[config.mk]
export PLATFORM = sky130hd
export DESIGN_NAME = blh_front
export DESIGN_NICKNAME = d
export VERILOG_FILES = /design/src/sv/blh_pkg.sv /design/src/sv/blh_front.sv
export SDC_FILE = /design/constraint.sdc
export NUM_CORES = 1
export LEC_CHECK = 0
export BUFFER_PORTS_ARGS = -buffer_cell sky130_fd_sc_hd__buf_2
export CAP_MARGIN = 0
export CORE_ASPECT_RATIO = 2
export CORE_MARGIN = 2
export CORE_UTILIZATION = 52
export DETAILED_ROUTE_END_ITERATION = 16
export PLACE_DENSITY = 0.82
export SLEW_MARGIN = 20
export SYNTH_ARGS = -nofsm -noshare
export SYNTH_HDL_FRONTEND = slang
export SYNTH_SLANG_ARGS = --single-unit
[constraint.sdc]
create_clock -name clk -period 4.55 [get_ports clk]
set_input_delay 0.2275 -clock clk [delete_from_list [all_inputs] [get_ports clk]]
set_output_delay 0.2275 -clock clk [all_outputs]
set_load 0.01 [all_outputs]
[src/sv/blh_pkg.sv]
// Shared types, constants and helpers for the bucketed latency histogram.
`default_nettype none
package blh_pkg;
    localparam int NUM_BUCKETS = 8;
    localparam int NUM_BOUNDS  = NUM_BUCKETS - 1;
    localparam int SAMPLE_BITS = 32;
    localparam int COUNT_BITS  = 48;
    localparam int SUM_BITS    = 64;
    localparam int FRAC_BITS   = 17;
    localparam int IDX_BITS    = 3;
    localparam int PROD_BITS   = COUNT_BITS + SAMPLE_BITS;
    localparam int DIV_STEPS   = PROD_BITS;
    localparam int DCNT_BITS   = $clog2(DIV_STEPS + 1);
    localparam int HALF_BITS   = COUNT_BITS / 2;

    localparam logic [1:0] FUNC_RECORD = 2'd0;
    localparam logic [1:0] FUNC_QUERY  = 2'd1;
    localparam logic [1:0] FUNC_CLEAR  = 2'd2;
    localparam logic [1:0] FUNC_READ   = 2'd3;

    localparam logic [2:0] REG_BOUNDS_IN_USE = 3'd0;

    localparam logic [FRAC_BITS-1:0] FRAC_ONE = FRAC_BITS'(65536);

    typedef logic [SAMPLE_BITS-1:0] bound_arr_t [NUM_BOUNDS];

    typedef struct packed {
        logic [1:0]             func;
        logic [SAMPLE_BITS-1:0] sample;
        logic [FRAC_BITS-1:0]   fraction;
        logic [IDX_BITS-1:0]    bucket_sel;
        logic [IDX_BITS-1:0]    bucket;
    } blh_item_t;

    typedef enum logic [3:0] {
        ST_IDLE, ST_TGT, ST_WALK, ST_MUL_LO, ST_MUL_HI, ST_MUL_FR, ST_SUM, ST_DIV, ST_DONE
    } blh_state_t;

    function automatic logic [COUNT_BITS-1:0] sat_add(input logic [COUNT_BITS-1:0] a,
                                                      input logic [COUNT_BITS-1:0] b);
        logic [COUNT_BITS:0] s;
        s = {1'b0, a} + {1'b0, b};
        return s[COUNT_BITS] ? {COUNT_BITS{1'b1}} : s[COUNT_BITS-1:0];
    endfunction
endpackage
`default_nettype wire

[src/sv/blh_front.sv]
// Front end: input queue that classifies record samples into buckets on entry.
`default_nettype none
module blh_front (
    input  wire logic                           clk,
    input  wire logic                           rst_n,
    input  wire logic                           push,
    output logic                                full,
    input  wire logic [1:0]                     func,
    input  wire logic [blh_pkg::SAMPLE_BITS-1:0] sample,
    input  wire logic [blh_pkg::FRAC_BITS-1:0]  fraction,
    input  wire logic [blh_pkg::IDX_BITS-1:0]   bucket_sel,
    input  wire blh_pkg::bound_arr_t            bounds,
    input  wire logic [blh_pkg::IDX_BITS-1:0]   used,
    output logic                                head_valid,
    output blh_pkg::blh_item_t                  head,
    input  wire logic                           head_take
);
    import blh_pkg::*;

    blh_item_t  q_reg [2];
    logic       wr_ptr_reg, wr_ptr_next, rd_ptr_reg, rd_ptr_next;
    logic [1:0] cnt_reg, cnt_next;
    logic [IDX_BITS-1:0] bucket;
    logic       do_push, do_pop;

    // first bound at or above the sample, else the unbounded bucket
    always_comb
    begin
        bucket = used;
        for (int i = NUM_BOUNDS - 1; i >= 0; i--)
        begin
            if ((IDX_BITS'(i) < used) && (sample <= bounds[i]))
                bucket = IDX_BITS'(i);
        end
    end

    assign full       = cnt_reg[1];
    assign head_valid = (cnt_reg != 2'd0);
    assign head       = q_reg[rd_ptr_reg];
    assign do_push    = push && !full;
    assign do_pop     = head_take && head_valid;

    always_comb
    begin
        wr_ptr_next = do_push ? ~wr_ptr_reg : wr_ptr_reg;
        rd_ptr_next = do_pop ? ~rd_ptr_reg : rd_ptr_reg;
        cnt_next    = cnt_reg + {1'b0, do_push} - {1'b0, do_pop};
    end

    always_ff @(posedge clk or negedge rst_n)
    begin
        if (!rst_n)
        begin
            wr_ptr_reg <= 1'b0;
            rd_ptr_reg <= 1'b0;
            cnt_reg    <= 2'd0;
        end
        else
        begin
            wr_ptr_reg <= wr_ptr_next;
            rd_ptr_reg <= rd_ptr_next;
            cnt_reg    <= cnt_next;
        end
    end

    always_ff @(posedge clk)
    begin
        if (do_push)
            q_reg[wr_ptr_reg] <= '{func: func, sample: sample, fraction: fraction,
                                   bucket_sel: bucket_sel, bucket: bucket};
    end
endmodule
`default_nettype wire

[Yosys cells after proc, flatten, opt, wreduce, memory -nomap -nowiden]
Memory sizes are Yosys's and may differ from the RTL's.
Index checks and enable logic that the tools add are counted.
W data, S select, Z words.
Operators by class
  $add $sub $neg: 2
  magnitude comparators: 14
  muxes and demuxes: 9
  bitwise gates (word level): 2
  reductions and logical operators: 11
Operator list (count)
  $le A32 B32 Y1: 7
  $mux W3: 7
  $logic_and A1 B1 Y1: 9
  $lt A3 B3 Y1 const A: 3
  $lt A1 B3 Y1 const A: 2
  $lt A2 B3 Y1 const A: 2
  $add A2 B1 Y2: 1
  $mux W1: 2
  $not A1 Y1: 2
  $reduce_bool A2 Y1: 1
  $sub A2 B1 Y2: 1
  $logic_not A1 Y1: 1
Word-level totals
  register bits: 4
  memory bits (writable): 114
  output and inout bits: 59
  word-level logic and storage cells: 42
  memories: 1
Memories
  q_reg: words 2, width 57, rd ports 1, clocked after Yosys merged registers in 0, write ports 1, RTL line blh_front.sv:20  | blh_item_t q_reg [2];

[Depth between registers and ports, before layout]
  depth after elaboration: 9
  gate-level depth with buffers: 10
  mapped depth without buffers: 10

[Worst setup path before layout]
No wires, ideal clock.
  path kind: register -> register
  start: register cnt_reg[1]
  end: memory q_reg[0][0] (netlist name), enable pin
  library setup time: 472 ps
  arrival time: 3043 ps
  required time: 4078 ps
  setup slack: 1035 ps
  stages on the path, launching flop included: 3
  buffers on the path: 0
  path through: dfrtp_1 -> nand2b_1 -> nor2_1
On the way
  cells in the longest elaborated chain, start to end: 4
Ends and longest elaborated chain
  from (decl): RTL line blh_front.sv:22  | logic [1:0] cnt_reg, cnt_next;
  from (signal assigned): RTL line blh_front.sv:62  | cnt_reg <= cnt_next;
  $logic_not A1 Y1: RTL line blh_front.sv:40  | assign do_push = push && !full;
  $logic_and A1 B1 Y1: RTL line blh_front.sv:40
  $mux W1: RTL line blh_front.sv:68  | if (do_push)
  $mux W1 (not written as such): RTL line blh_front.sv:69  | q_reg[wr_ptr_reg] <= '{func: func, sample: sample, fraction: fraction,
  to (decl): RTL line blh_front.sv:20
Every way passes these cells.

[Worst setup path after layout]
  start: input sample[0] (netlist name)
  end: memory q_reg[0][0] (netlist name) (data pin)
On the way
  cells in the longest elaborated chain, start to end: 9
  elaborated cells on any way between the ends: 21
Ends and longest elaborated chain
  from (decl): RTL line blh_front.sv:9  | input wire logic [blh_pkg::SAMPLE_BITS-1:0] sample,
  $le A32 B32 Y1: RTL line blh_front.sv:32  | if ((IDX_BITS'(i) < used) && (sample <= bounds[i]))
  $logic_and A1 B1 Y1: RTL line blh_front.sv:32
  $mux W3 (6 in a row): RTL line blh_front.sv:32
  $mux W3 *: RTL line blh_front.sv:32
  via bucket[0]: RTL line blh_front.sv:23  | logic [IDX_BITS-1:0] bucket;
The timed path passes the listed nets; every way through them passes the cells marked *.

==> key figures <==
Power
  – Power dissipated by switching net loads: between 1.5 and 2 mW
  – Leakage power: around 6.8 nW
  – Part of the total power dissipated in combinational logic: 0.350
  – Clock network fraction of total power: 0.306
  – Internal Pwr Total: between 3 and 4 mW
  – IR drop worst, VDD: approximately 250 uV
  – Switching share of power: 0.338
  – Sequential group share of total power: 0.344
  – Areal power density over the cells: between 300 and 400 nW/um2

Global routing
  – GRT Total Usage: 0.328
  – Most used routing layer in global routing: met2
  – Met1 global-route usage: 0.314
  – Vias in the first global route: 9963
  – First-pass GRT wire length: 50200 um
  – Pin count of the biggest net entering global routing: 48
  – Antenna violations before repair: 9
  – Remaining global-route overflow: 0
  – Met3 demand-to-capacity share in global routing: 0.0627
  – GR Util met2: 0.604

Critical path
  – Worst Path Class, Setup: in2reg
  – Worst path required time: ~4.8 ns
  – Endpoint type of the worst setup path: flop
  – Critical path arrival: between 3 and 4 ns
  – Maximum net fanout on the critical path: 7
  – Sort of element at the start of the critical path: input port

Synth
  – Post-synthesis cell type count: 53
  – Flip-flop cell with the highest count after synthesis: edfxtp_1
  – Share of flip-flops with an asynchronous set or reset: 0.0339
  – Number of synthesized register bits: 118
  – Mean area per synthesized cell: 9.93 um2
  – Cell area after synthesis: roughly 10000 um2
  – Synth Instances: between 1000 and 1500
  – Number of enable-type register cells in the synthesized netlist: about 110
  – Synth Net Count: 1521
  – Synth warnings: 0
  – Sequential-to-total area share from yosys stat: 0.351

Clock network
  – PostCTS Resize Cnt: 0
  – Clock insertion delay at the later pin of the skew report: between 0.4 and 0.5 ns
  – Total clock buffers created by CTS: 17
  – Clk pin slew, worst setup/hold paths: ~0.060 ns
  – Count of buffers added by post-CTS timing repair for setup: 0
  – Count of H-tree levels built during CTS: 4
  – Buffer type at the clock tree root: clkbuf_16
  – TritonCTS clock tree: done
  – Bufs on Longest Clock Path: 2
  – CTS sink count: about 120
  – Post-CTS Hold Fix Bufs: 24

STA
  – Aggregate negative setup slack: 0 ns
  – Headroom to the max-slew limit: 0.346
  – Fin Clk Skew: about 0.0086 ns
  – Worst hold slack after final layout: around 0.13 ns
  – Final setup viols: 0
  – Smallest setup slack after layout: approximately 1.6 ns
  – Max Slew Vio Count: 0
  – Number of endpoints with negative hold slack in the final report: 0
  – Share of the clock period used by the worst path after layout: 0.640
  – Slew at the pin closest to its max-slew limit: slightly below 1 ns
  – Fmax: 343 MHz
  – RSZ-0062 raised after global routing: no
  – Shortest clock period the worst path allows after layout: between 2 and 3 ns

Placement
  – Post-place setup slack: approximately 1.4 ns
  – Routability cong.: 0.977
  – Estimated wirelength of the detail-placed design: ~26000 um
  – Placed Cells: approximately 1600
  – Quantity of I/O buffers inserted on ports: around 340

Min path
  – Type of the worst min-delay path: in2reg

Flow run
  – Max cap viols: 0

Layout
  – Layout fillers: 1436
  – Most common library cell in the layout ignoring fill and taps: buf_2
  – Growth of design area from synthesis to finish: 29.7%
  – Total number of nets in the final design: around 1900
  – Share of cells above drive strength 1: 0.318
  – Flip-flop count of the largest register after layout: ~110
  – Top library cells by usage in the layout, fill and taps aside: buf_2 (343), inv_1 (226), ha_1 (226)
  – Final non-filler cell total: approximately 1700

Floorplan
  – Starting density of the core: 0.533
  – Std-Cell Core Area: between 15000 and 20000 um2
  – Number of placed I/O pins: about 340
  – Die X-Extent: 102 um
  – Row cnt: between 70 and 80
  – Overall die height: around 200 um
  – Die area: just over 20000 um2

Detailed routing
  – Residual DRC count: 0
  – Number of optimization iterations in the first detailed-route pass: 5
  – DRC violation total after the first TritonRoute iteration: about 410
  – Total number of vias: around 9300
  – Vias per Instance: 5.56
  – Drt wl/cell: 20.2 um
  – Final wirelength: approximately 34000 um
  – Antenna violation net count after detailed routing: 0

Outcome
  – Status: complete, no violations
per-stage QoR:
| step | utilization | instance area [um2] | power [mW] |
|---|---|---|---|
| after floorplan | - | 10000 | 2.46 |
| after global placement | 0.642 | 12100 | 3.08 |
| after detailed placement | 0.642 | 12100 | 3.13 |
| after CTS | 0.687 | 12900 | 4.54 |
| after global routing | 0.691 | 13000 | 4.80 |
| final | 0.691 | 13000 | 4.61 |
power by group through the flow:
stage	sequential (mW)	combinational (mW)	clock [mW]
CTS	1.58	1.57	1.40
global placement	1.58	1.50	0
finish	1.59	1.61	1.41
detailed placement	1.60	1.53	0
floorplan	1.51	0.953	0
global route	1.61	1.75	1.45
layout make-up:
| cell class | instances | area [um2] | area share |
|---|---|---|---|
| multi-input combinational | 660 | 5650 | 0.434 |
| sequential | 118 | 3530 | 0.271 |
| timing repair buffer | 374 | 2040 | 0.157 |
| clock buffer | 18 | 429 | 0.0330 |
| tap | 255 | 319 | 0.0245 |
| clock inverter | 14 | 175 | 0.0135 |
| antenna | 6 | 15.0 | 0.00115 |
| inverter | 226 | 848 | 0.0652 |
per-layer routing:
| metal | vias up | part of all wire |
|---|---|---|
| met5 | - | 0.00080 |
| met4 | 4 | 0.071 |
| met3 | 139 | 0.066 |
| met2 | 476 | 0.53 |
| met1 | 4264 | 0.33 |
| li1 | 4401 | - |
Yosys cell counts, drive strengths merged (11+ instances only):
cell    number  area, um2
ha         226       2830
inv        226        848
edfxtp     114       3420
a21oi       76        380
mux2        57        642
nand2       53        201
nand4       40        250
o21ai       36        180
a21o        27        203
nor2        26       97.6
nand3       17       85.1
a211oi      12       90.1
nor3        11       55.1
critical path, stage by stage:
cell           delay [ns]
dlygate4sd3_1        0.53
buf_2                0.13
inv_1                0.25
ha_1                 0.20
inv_1                0.04
a21oi_1              0.12
o21ai_0              0.17
a221oi_1             0.56
a2bb2oi_1            0.33
o21a_1               0.21
nor2_1               0.06
o32ai_1              0.32
cells by family (layout without fill, tap and decap cells):
kind of cell    Yosys count  in the layout  synth area share
compound gates          192            192             0.120
xor+xnor                  4              4           0.00349
fa+ha+maj               226            226             0.282
buf+inv                 232            632            0.0868
flops                   118            118             0.351
simple gates            181            181            0.0922
mux                      57             57            0.0640
other cells               0              6                 0
worst paths after layout:
path	from	to	slack, ns	cells after the start
max in group asynchronous	rst_n	rd_ptr_reg	4.24	2
worst max register to register	cnt_reg[1]	q_reg[0][38]	2.44	4
worst min register to register	cnt_reg[0]	cnt_reg[0]	0.53	1
worst min-delay path	head_take	rd_ptr_reg	0.13	3
min in group asynchronous	rst_n	rd_ptr_reg	0.16	2
worst max-delay path	sample[0]	q_reg[0][0]	1.64	12
No activity file was read; power rests on OpenSTA's default activity.
